**config.mk**
```make
export PLATFORM = sky130hd
export DESIGN_NAME = positional_list_engine
export DESIGN_NICKNAME = d
export VERILOG_FILES = /design/src/rtl/core/ple_pkg.sv /design/src/rtl/core/ple_ram.sv /design/src/rtl/core/positional_list_engine.sv
export VERILOG_INCLUDE_DIRS = /design/src /design/src/rtl/core
export SDC_FILE = /design/constraint.sdc
export NUM_CORES = 2
export LEC_CHECK = 0
export BUFFER_PORTS_ARGS = -buffer_cell sky130_fd_sc_hd__buf_2
export CAP_MARGIN = 25
export CORE_UTILIZATION = 61
export CTS_CLUSTER_DIAMETER = 50
export DETAILED_ROUTE_END_ITERATION = 7
export PLACE_DENSITY = 0.77
export RECOVER_POWER = 25
export SYNTH_ARGS = -nofsm -noshare
export SYNTH_HDL_FRONTEND = slang
export SYNTH_SLANG_ARGS = --single-unit
```
**constraint.sdc**
```tcl
create_clock -name clock -period 9.1 [get_ports clock]
set_input_delay 1.82 -clock clock [delete_from_list [all_inputs] [get_ports clock]]
set_output_delay 1.82 -clock clock [all_outputs]
set_load 0.01 [all_outputs]
```
**src/rtl/core/assert_macros.svh**
```systemverilog
// Assertion macros shared by the RTL of the positional list engine.
// Depends on a clock named clock and an active-high reset named reset in scope.
`ifndef ASSERT_MACROS_SVH
`define ASSERT_MACROS_SVH

// expr holds at every clock edge outside reset
`define ASSERT_ALWAYS(label, expr, msg) \
   label: assert property (@(posedge clock) disable iff (reset) (expr)) else $error(msg);

// cons holds in the same cycle as ante
`define ASSERT_IMPL(label, ante, cons, msg) \
   label: assert property (@(posedge clock) disable iff (reset) (ante) |-> (cons)) else $error(msg);

// cons holds in the cycle after ante
`define ASSERT_NEXT(label, ante, cons, msg) \
   label: assert property (@(posedge clock) disable iff (reset) (ante) |=> (cons)) else $error(msg);

`endif

```
**src/rtl/core/ple_pkg.sv**
```systemverilog
// Package of the positional list engine: request codes, status codes, widths.
// No dependencies.
package ple_pkg;

   localparam int DATA_W   = 32;
   localparam int ACTION_W = 3;
   localparam int STATUS_W = 2;

   typedef enum logic [ACTION_W-1:0] {
      ACT_PUSH_FRONT = 3'd0,
      ACT_PUSH_BACK  = 3'd1,
      ACT_INSERT     = 3'd2,
      ACT_REMOVE_AT  = 3'd3,
      ACT_POP_FRONT  = 3'd4,
      ACT_POP_BACK   = 3'd5,
      ACT_READ       = 3'd6,
      ACT_CLEAR      = 3'd7
   } action_type;

   typedef enum logic [STATUS_W-1:0] {
      ST_OK    = 2'd0,
      ST_FULL  = 2'd1,
      ST_EMPTY = 2'd2,
      ST_RANGE = 2'd3
   } status_type;

   typedef enum logic [1:0] {
      OP_READ   = 2'd0,
      OP_INSERT = 2'd1,
      OP_REMOVE = 2'd2,
      OP_CLEAR  = 2'd3
   } op_type;

endpackage

```
**src/rtl/core/ple_ram.sv**
```systemverilog
// Generic simple dual-port RAM: one write port, one read port, registered read.
// No dependencies.
module ple_ram #(
   parameter int WIDTH = 32,
   parameter int DEPTH = 64
) (
   input  logic                     clock,
   input  logic                     wr_en,
   input  logic [$clog2(DEPTH)-1:0] wr_addr,
   input  logic [WIDTH-1:0]         wr_data,
   input  logic [$clog2(DEPTH)-1:0] rd_addr,
   output logic [WIDTH-1:0]         rd_data
);

   logic [WIDTH-1:0] mem [DEPTH];
   logic [WIDTH-1:0] rd_data_ff;

   always_ff @(posedge clock) begin
      if (wr_en) begin
         mem[wr_addr] <= wr_data;
      end
      rd_data_ff <= mem[rd_addr];
   end

   assign rd_data = rd_data_ff;

endmodule

```
**src/rtl/core/positional_list_engine.sv**
```systemverilog
// Positional list engine top level: request sequencer over a value RAM and a link RAM.
// Depends on ple_pkg, ple_ram and assert_macros.svh.
//
// Usage:
//   A request (req_action, req_value, req_position) is taken at a rising edge with
//   start high and busy low. Every request gives exactly one result: rsp_strobe is
//   high for one cycle with rsp_read_value, rsp_count and rsp_status.
//   Refused requests (full, empty, position out of range) and clear answer with the
//   strobe in the cycle after acceptance and busy never rises.
//   Other requests walk the list one link per cycle through the link RAM:
//     read at p        : walk to p, read the value RAM, answer
//     insert/push at p : walk to p - 1, link the new slot in (position 0: as new head)
//     remove/pop at p  : walk to p - 1, unlink and free the victim (position 0: no walk)
//   busy falls in the strobe cycle, so the next request may be taken there.
//   The result is not held: the receiver takes it in its strobe cycle.
//   After reset the list is empty and a request may be taken at once; freed slots
//   are reused first and fresh slots come from a fill counter, so no memory
//   clearing pass is needed.
`include "assert_macros.svh"

module positional_list_engine #(
   parameter int CAPACITY    = 64,
   parameter int VALUE_WIDTH = 32
) (
   input  logic                               clock,
   input  logic                               reset,
   input  logic                               start,
   output logic                               busy,
   input  logic [ple_pkg::ACTION_W-1:0]       req_action,
   input  logic signed [ple_pkg::DATA_W-1:0]  req_value,
   input  logic [$clog2(CAPACITY+1)-1:0]      req_position,
   output logic                               rsp_strobe,
   output logic signed [ple_pkg::DATA_W-1:0]  rsp_read_value,
   output logic [$clog2(CAPACITY+1)-1:0]      rsp_count,
   output logic [ple_pkg::STATUS_W-1:0]       rsp_status
);

   localparam int CntW  = $clog2(CAPACITY + 1);
   localparam int SlotW = $clog2(CAPACITY);
   localparam int DataW = ple_pkg::DATA_W;

   typedef enum logic [3:0] {
      S_IDLE,
      S_SETUP,
      S_WALK,
      S_VREAD,
      S_VDATA,
      S_INS_HEAD,
      S_INS_NEXT,
      S_INS_LINK,
      S_INS_PREV,
      S_REM_VIC,
      S_REM_VIC_D,
      S_REM_RD,
      S_REM_FIX,
      S_REM_FREE
   } state_type;

   state_type                    state_ff, state_in;
   logic [CntW-1:0]              count_ff, count_in;
   logic [CntW-1:0]              fill_ff, fill_in;
   logic [SlotW-1:0]             first_ff, first_in;
   logic [SlotW-1:0]             free_head_ff, free_head_in;
   logic [SlotW-1:0]             cur_ff, cur_in;
   logic [SlotW-1:0]             new_ff, new_in;
   logic [SlotW-1:0]             victim_ff, victim_in;
   logic [CntW-1:0]              left_ff, left_in;
   logic [CntW-1:0]              pos_ff, pos_in;
   logic                         pend_ff, pend_in;
   logic                         pzero_ff, pzero_in;
   logic                         take_free_ff, take_free_in;
   ple_pkg::op_type              op_ff, op_in;
   logic [VALUE_WIDTH-1:0]       value_ff, value_in;
   logic                         rsp_strobe_ff, rsp_strobe_in;
   logic signed [DataW-1:0]      rsp_read_value_ff, rsp_read_value_in;
   logic [CntW-1:0]              rsp_count_ff, rsp_count_in;
   ple_pkg::status_type          rsp_status_ff, rsp_status_in;

   logic                         lnk_wr_en;
   logic [SlotW-1:0]             lnk_wr_addr;
   logic [SlotW-1:0]             lnk_wr_data;
   logic [SlotW-1:0]             lnk_rd_addr;
   logic [SlotW-1:0]             lnk_rd_data;
   logic                         val_wr_en;
   logic [VALUE_WIDTH-1:0]       val_rd_data;
   logic signed [VALUE_WIDTH-1:0] val_rd_s;
   logic                         recycled;

   assign recycled = (fill_ff != count_ff);
   assign val_rd_s = val_rd_data;

   always_comb begin
      logic [CntW-1:0]     p_sel;
      ple_pkg::status_type st;
      ple_pkg::op_type     op;
      logic [SlotW-1:0]    cur_sel;

      state_in          = state_ff;
      count_in          = count_ff;
      fill_in           = fill_ff;
      first_in          = first_ff;
      free_head_in      = free_head_ff;
      cur_in            = cur_ff;
      new_in            = new_ff;
      victim_in         = victim_ff;
      left_in           = left_ff;
      pos_in            = pos_ff;
      pend_in           = pend_ff;
      pzero_in          = pzero_ff;
      take_free_in      = take_free_ff;
      op_in             = op_ff;
      value_in          = value_ff;
      rsp_strobe_in     = 1'b0;
      rsp_read_value_in = '0;
      rsp_count_in      = rsp_count_ff;
      rsp_status_in     = rsp_status_ff;
      lnk_wr_en         = 1'b0;
      lnk_wr_addr       = cur_ff;
      lnk_wr_data       = new_ff;
      lnk_rd_addr       = free_head_ff;
      val_wr_en         = 1'b0;
      p_sel             = req_position;
      st                = ple_pkg::ST_OK;
      op                = ple_pkg::OP_READ;
      cur_sel           = pend_ff ? lnk_rd_data : cur_ff;

      unique case (state_ff)
         S_IDLE: begin
            if (start) begin
               unique case (ple_pkg::action_type'(req_action))
                  ple_pkg::ACT_PUSH_FRONT: begin
                     p_sel = '0;
                     op    = ple_pkg::OP_INSERT;
                  end
                  ple_pkg::ACT_PUSH_BACK: begin
                     p_sel = count_ff;
                     op    = ple_pkg::OP_INSERT;
                  end
                  ple_pkg::ACT_INSERT: begin
                     op = ple_pkg::OP_INSERT;
                  end
                  ple_pkg::ACT_REMOVE_AT: begin
                     op = ple_pkg::OP_REMOVE;
                  end
                  ple_pkg::ACT_POP_FRONT: begin
                     p_sel = '0;
                     op    = ple_pkg::OP_REMOVE;
                  end
                  ple_pkg::ACT_POP_BACK: begin
                     p_sel = count_ff - CntW'(1);
                     op    = ple_pkg::OP_REMOVE;
                  end
                  ple_pkg::ACT_READ: begin
                     op = ple_pkg::OP_READ;
                  end
                  ple_pkg::ACT_CLEAR: begin
                     op = ple_pkg::OP_CLEAR;
                  end
                  default: begin
                     op = ple_pkg::OP_READ;
                  end
               endcase

               unique case (op)
                  ple_pkg::OP_INSERT: begin
                     if (count_ff == CntW'(CAPACITY)) begin
                        st = ple_pkg::ST_FULL;
                     end else if (p_sel > count_ff) begin
                        st = ple_pkg::ST_RANGE;
                     end
                  end
                  ple_pkg::OP_REMOVE: begin
                     if (count_ff == '0) begin
                        st = ple_pkg::ST_EMPTY;
                     end else if (p_sel >= count_ff) begin
                        st = ple_pkg::ST_RANGE;
                     end
                  end
                  ple_pkg::OP_READ: begin
                     if (p_sel >= count_ff) begin
                        st = ple_pkg::ST_RANGE;
                     end
                  end
                  ple_pkg::OP_CLEAR: begin
                     st = ple_pkg::ST_OK;
                  end
                  default: begin
                     st = ple_pkg::ST_OK;
                  end
               endcase

               if (op == ple_pkg::OP_CLEAR || st != ple_pkg::ST_OK) begin
                  if (op == ple_pkg::OP_CLEAR) begin
                     count_in = '0;
                     fill_in  = '0;
                     first_in = '0;
                  end
                  rsp_strobe_in = 1'b1;
                  rsp_status_in = st;
                  rsp_count_in  = (op == ple_pkg::OP_CLEAR) ? '0 : count_ff;
               end else begin
                  state_in     = S_SETUP;
                  op_in        = op;
                  pos_in       = p_sel;
                  pzero_in     = (p_sel == '0);
                  value_in     = VALUE_WIDTH'($unsigned(req_value));
                  take_free_in = 1'b0;
                  if (op == ple_pkg::OP_INSERT) begin
                     take_free_in = recycled;
                     if (recycled) begin
                        new_in = free_head_ff;
                     end else begin
                        new_in  = SlotW'(fill_ff);
                        fill_in = fill_ff + CntW'(1);
                     end
                  end
               end
            end
         end

         S_SETUP: begin
            if (take_free_ff) begin
               free_head_in = lnk_rd_data;
            end
            cur_in  = first_ff;
            pend_in = 1'b0;
            left_in = (op_ff == ple_pkg::OP_READ) ? pos_ff : pos_ff - CntW'(1);
            if (pzero_ff && op_ff == ple_pkg::OP_INSERT) begin
               state_in = S_INS_HEAD;
            end else if (pzero_ff && op_ff == ple_pkg::OP_REMOVE) begin
               victim_in = first_ff;
               state_in  = S_REM_RD;
            end else begin
               state_in = S_WALK;
            end
         end

         S_WALK: begin
            if (left_ff == '0) begin
               cur_in  = cur_sel;
               pend_in = 1'b0;
               priority if (op_ff == ple_pkg::OP_READ) begin
                  state_in = S_VREAD;
               end else if (op_ff == ple_pkg::OP_INSERT) begin
                  state_in = S_INS_NEXT;
               end else begin
                  state_in = S_REM_VIC;
               end
            end else begin
               lnk_rd_addr = cur_sel;
               left_in     = left_ff - CntW'(1);
               pend_in     = 1'b1;
            end
         end

         S_VREAD: begin
            state_in = S_VDATA;
         end

         S_VDATA: begin
            rsp_strobe_in     = 1'b1;
            rsp_status_in     = ple_pkg::ST_OK;
            rsp_count_in      = count_ff;
            rsp_read_value_in = DataW'(val_rd_s);
            state_in          = S_IDLE;
         end

         S_INS_HEAD: begin
            lnk_wr_en     = 1'b1;
            lnk_wr_addr   = new_ff;
            lnk_wr_data   = first_ff;
            val_wr_en     = 1'b1;
            first_in      = new_ff;
            count_in      = count_ff + CntW'(1);
            rsp_strobe_in = 1'b1;
            rsp_status_in = ple_pkg::ST_OK;
            rsp_count_in  = count_ff + CntW'(1);
            state_in      = S_IDLE;
         end

         S_INS_NEXT: begin
            lnk_rd_addr = cur_ff;
            state_in    = S_INS_LINK;
         end

         S_INS_LINK: begin
            lnk_wr_en   = 1'b1;
            lnk_wr_addr = new_ff;
            lnk_wr_data = lnk_rd_data;
            val_wr_en   = 1'b1;
            state_in    = S_INS_PREV;
         end

         S_INS_PREV: begin
            lnk_wr_en     = 1'b1;
            lnk_wr_addr   = cur_ff;
            lnk_wr_data   = new_ff;
            count_in      = count_ff + CntW'(1);
            rsp_strobe_in = 1'b1;
            rsp_status_in = ple_pkg::ST_OK;
            rsp_count_in  = count_ff + CntW'(1);
            state_in      = S_IDLE;
         end

         S_REM_VIC: begin
            lnk_rd_addr = cur_ff;
            state_in    = S_REM_VIC_D;
         end

         S_REM_VIC_D: begin
            victim_in = lnk_rd_data;
            state_in  = S_REM_RD;
         end

         S_REM_RD: begin
            lnk_rd_addr = victim_ff;
            state_in    = S_REM_FIX;
         end

         S_REM_FIX: begin
            if (pzero_ff) begin
               first_in = lnk_rd_data;
            end else begin
               lnk_wr_en   = 1'b1;
               lnk_wr_addr = cur_ff;
               lnk_wr_data = lnk_rd_data;
            end
            state_in = S_REM_FREE;
         end

         S_REM_FREE: begin
            lnk_wr_en     = 1'b1;
            lnk_wr_addr   = victim_ff;
            lnk_wr_data   = free_head_ff;
            free_head_in  = victim_ff;
            count_in      = count_ff - CntW'(1);
            rsp_strobe_in = 1'b1;
            rsp_status_in = ple_pkg::ST_OK;
            rsp_count_in  = count_ff - CntW'(1);
            state_in      = S_IDLE;
         end

         default: begin
            state_in = S_IDLE;
         end
      endcase
   end

   always_ff @(posedge clock) begin
      if (reset) begin
         state_ff      <= S_IDLE;
         count_ff      <= '0;
         fill_ff       <= '0;
         first_ff      <= '0;
         free_head_ff  <= '0;
         pend_ff       <= 1'b0;
         rsp_strobe_ff <= 1'b0;
      end else begin
         state_ff      <= state_in;
         count_ff      <= count_in;
         fill_ff       <= fill_in;
         first_ff      <= first_in;
         free_head_ff  <= free_head_in;
         pend_ff       <= pend_in;
         rsp_strobe_ff <= rsp_strobe_in;
      end
      cur_ff            <= cur_in;
      new_ff            <= new_in;
      victim_ff         <= victim_in;
      left_ff           <= left_in;
      pos_ff            <= pos_in;
      pzero_ff          <= pzero_in;
      take_free_ff      <= take_free_in;
      op_ff             <= op_in;
      value_ff          <= value_in;
      rsp_read_value_ff <= rsp_read_value_in;
      rsp_count_ff      <= rsp_count_in;
      rsp_status_ff     <= rsp_status_in;
   end

   ple_ram #(
      .WIDTH (SlotW),
      .DEPTH (CAPACITY)
   ) u_link_ram (
      .clock   (clock),
      .wr_en   (lnk_wr_en),
      .wr_addr (lnk_wr_addr),
      .wr_data (lnk_wr_data),
      .rd_addr (lnk_rd_addr),
      .rd_data (lnk_rd_data)
   );

   ple_ram #(
      .WIDTH (VALUE_WIDTH),
      .DEPTH (CAPACITY)
   ) u_value_ram (
      .clock   (clock),
      .wr_en   (val_wr_en),
      .wr_addr (new_ff),
      .wr_data (value_ff),
      .rd_addr (cur_ff),
      .rd_data (val_rd_data)
   );

   assign busy           = (state_ff != S_IDLE);
   assign rsp_strobe     = rsp_strobe_ff;
   assign rsp_read_value = rsp_read_value_ff;
   assign rsp_count      = rsp_count_ff;
   assign rsp_status     = rsp_status_ff;

   `ASSERT_ALWAYS(a_count_cap, count_ff <= CntW'(CAPACITY), "entry count above capacity")
   `ASSERT_ALWAYS(a_fill_ge_count, fill_ff >= count_ff, "more entries than slots handed out")
   `ASSERT_IMPL(a_walk_bound, state_ff == S_WALK, left_ff < count_ff, "walk runs past list end")
   `ASSERT_NEXT(a_no_stray_rsp, (state_ff == S_IDLE) && !start, !rsp_strobe_ff, "result without request")

endmodule
```
==> impl_summary.txt <==
----------------------------------------------------
[Outcome]
  Status ... complete, but fails checks
  Violations in the final reports ... capacitance limit, slew limit

[Final layout]
  Final-layout fill cell count ... 9314
  Area delta synth->final ... 12.0%
  Combined area of the multi-input logic cells ... 23000 µm²
  Register area ... 77400 µm²
  Number of nets at the end of the flow ... 5141
  Final design area excluding fillers ... 113000 µm²
  Fraction of final layout cells with drive strength greater than 1 ... 25.6%
  Utilization after layout ... 69.2%

[STA]
  Max-slew headroom ... -115%
  Accumulated negative setup slack ... 0 ns
  Timing-limited maximum frequency ... 192 MHz
  Final Skew ... 0.0772 ns
  Fin crit period ... 5.20 ns
  Hold Violations, Final ... 0
  RSZ-0062 raised after global routing ... false
  Tightest Pin Transition ... 3.22 ns
  Final Max Slew Viols ... 1755
  Crit share post-route ... 57.1%
  Total setup violations reported at the end of the flow ... 0
  Hold_ws ... 0.491 ns

[Floorplan]
  Die boundary height ... 409 µm
  Top Ports ... 88
  Area of the core ... 164000 µm²
  Initial Utilization ... 61.8%
  FP Rows ... 148
  Die width ... 409 µm
  Die Footprint ... 167000 µm²

[Global routing]
  Vias in the first global route ... 52700
  Maximum number of pins on one net before global-route repair ... 170
  All-Layer GR Usage ... 31.4%
  Total grt overflow ... 0
  Antenna violations before repair ... 18
  First-pass GRT wire length ... 373000 µm

[Logic synthesis]
  Count of flip-flops with a built-in enable after synthesis ... 2509
  Most frequently used flop master after synthesis ... edfxtp_1
  Flop and latch count out of synthesis ... 2611
  Most frequent cells after synthesis ... 2509 x edfxtp_1, 672 x mux4_2, 389 x nand2_1
  Avg Inst Size Synth ... 20.8 µm²
  Post-Synthesis Cells ... 4848
  Leading cell types by total area after synthesis ... edfxtp_1 75%, mux4_2 15%, dfxtp_1 2.0%, nand2_1 1.4%, mux2i_1 0.86%
  Cell type with the highest aggregate area in the netlist ... edfxtp_1
  Synthesized cell area ... 101000 µm²
  Share of the yosys chip area belonging to registers ... 76.6%
  Fraction of registers with async set/reset ... 0%
  Portion of synthesized cell area occupied by the leading cell type ... 74.6%
  Most numerous cell in the Yosys netlist ... edfxtp_1
  Ys Warns ... 0
  Count of distinct cell types in the synthesized netlist ... 78
  Synthesized netlist net count ... 4907

[Critical path]
  Sort of element at the end of the critical path ... flip-flop
  Count of buffering cells on the critical path with inverters included ... 1
  Cells traversed along the worst timing path ... nor2b_2 -> buf_4 -> and3_1 -> nor2_1 -> a221oi_1 -> nor2b_1 -> nand2_1 -> nor2_1
  Worst setup path class ... reg2reg
  Top Family by Delay on Critical Path ... simple AND/OR/NAND/NOR gates
  Data arrival time of the worst path ... 5.74 ns
  Critical path data required time ... 9.64 ns
  Standard cell with the maximum stage delay on the critical path ... and3_1
  CP peak stage delay ... 0.85 ns
  Critical path's most frequent cell ... nor2_1
  Sort of element at the start of the critical path ... flip-flop
  Crit path max fanout ... 35

[Placed design]
  Post-detailed-placement cell area ... 105000 µm²
  Gp weighted congestion ... 0.868
  Total of buffers placed on input and output ports ... 87
  Hpwl dp ... 129000 µm

[Power and ir drop]
  PwrDens ... 266 nW/µm²
  Power after layout ... 30100 µW
  Leakage power figure ... 0.0358 µW
  Max rail drop VDD ... 226 µV

[Clocking]
  # clock sinks ... 2611
  Deepest clock path buffer count ... 4
  Number of H-tree levels ... 5
  Number of setup buffers added after CTS ... 0
  TritonCTS clock tree ... yes
  Number of hold-repair buffers added at the cts stage ... 0
  Cells resized by post-CTS repair ... 0
  TritonCTS buffer count ... 274
  Insertion delay to the later sink of the worst-skew pair ... 0.97 ns
  Clk pin slew, worst setup/hold paths ... 0.07 ns
  Master cell of the clock root buffer ... clkbuf_16

[Hold path]
  Worst min-delay path category ... reg2reg

[Detailed routing]
  Final routed wirelength across all metal layers ... 260000 µm
  Ratio of routed vias to standard cells ... 7.02
  Final routed DRC violation total ... 0
  Detailed Route Iter0 Violations ... 8199
  Average routed wire per standard cell ... 34.9 µm
  Total via count in the routed design ... 52300
  First-pass iteration count of the detailed router ... 6
  Post-detailed-route count of antenna-violating nets ... 0

[Flow run]
  Max-Cap Viols ... 27

----------------------------------------------------
metrics by stage:
stage / setup slack (ns) / std cells
final: 3.90 / 7450
after global routing: 3.75 / 7447
after CTS: 4.24 / 7446
after detailed placement: 3.41 / 6980
after global placement: 2.78 / 6977
after floorplan: 1.28 / 4848
power breakdown:
| group | leakage (µW) | switching (µW) | total [µW] | internal (µW) |
|---|---|---|---|---|
| combinational | 0.00820 | 3170 | 5410 | 2240 |
| clock | 0.00418 | 4530 | 10800 | 6250 |
| sequential | 0.0234 | 223 | 13900 | 13600 |
| total | 0.0358 | 7930 | 30100 | 22100 |
registers in the layout, summed over array words and instances, names as in the netlist, 7 cells and up:
signal               cells
count_ff                 7
fill_ff                  7
value_ff                32
rsp_read_value          32
rsp_count                7
u_value_ram.rd_data     32
u_value_ram.mem       2048
u_link_ram.mem         384
pos_ff                   7
left_ff                  7
worst register-to-register path: stages, from the launching register on:
cell and delay (ns):
dfxtp_1 0.79, nor2b_2 0.26, buf_4 0.42, and3_1 0.85, nor2_1 0.33, a221oi_1 0.69
nor2b_1 0.41, nand2_1 0.43, nor2_1 0.65
path summary, 6_finish.rpt:
| path | endpoint | slack, ns | depth (start not counted) | from |
|---|---|---|---|---|
| worst max register to register | u_link_ram.mem[44][2] | 3.90 | 8 | state_ff[2] |
| worst min register to register | rsp_read_value[26] | 0.49 | 1 | u_value_ram.rd_data[26] |
| worst max-delay path | u_link_ram.mem[44][2] | 3.90 | 8 | state_ff[2] |
| worst min-delay path | rsp_read_value[26] | 0.49 | 1 | u_value_ram.rd_data[26] |
metal layers:
layer	global-route usage, %	up-vias	share of wire, %
met1	42.8	27200	36
met2	51.1	3924	49
met5	0	-	0.022
li1	-	20500	-
met4	11.3	8	3.8
met3	6.33	660	11
cells by family after synthesis:
kind of cell	Yosys count	synth area share, %
adder cells (fa/ha/maj)	14	0.173
AND/OR/NAND/NOR	863	3.86
flip-flops	2611	76.6
AO/OA/AOI/OAI	257	1.83
XOR/XNOR	29	0.251
buffers and inverters	296	1.24
multiplexers	778	16.1
cells in the final DEF, fill, tap and decap left out, drive strengths merged, types with 7 or more instances in the layout:
cell type  count
a211oi        13
a21o          12
a21oi         30
a22o           8
a22oi         20
a311oi        47
a31oi         32
and3          83
buf          187
bufinv        17
clkbuf       385
clkinv        89
dfxtp        102
edfxtp      2509
ha            14
inv           38
mux2          19
mux2i         87
mux4         672
nand2        389
nand2b        12
nand3         85
nand3b         7
nand4         17
nor2         195
nor2b         15
nor3          21
nor4           8
o21ai         44
xnor2         18
xor2          11
final cells by class:
cell class	instances	area share [%]
antenna	3	0.00663
clock buffer	346	6.56
clock inverter	120	0.930
inverter	28	0.0929
multi-input combinational	1941	20.3
sequential	2611	68.4
tap	2175	2.40
timing repair buffer	226	1.31
No activity file was read; power rests on OpenSTA's default activity.
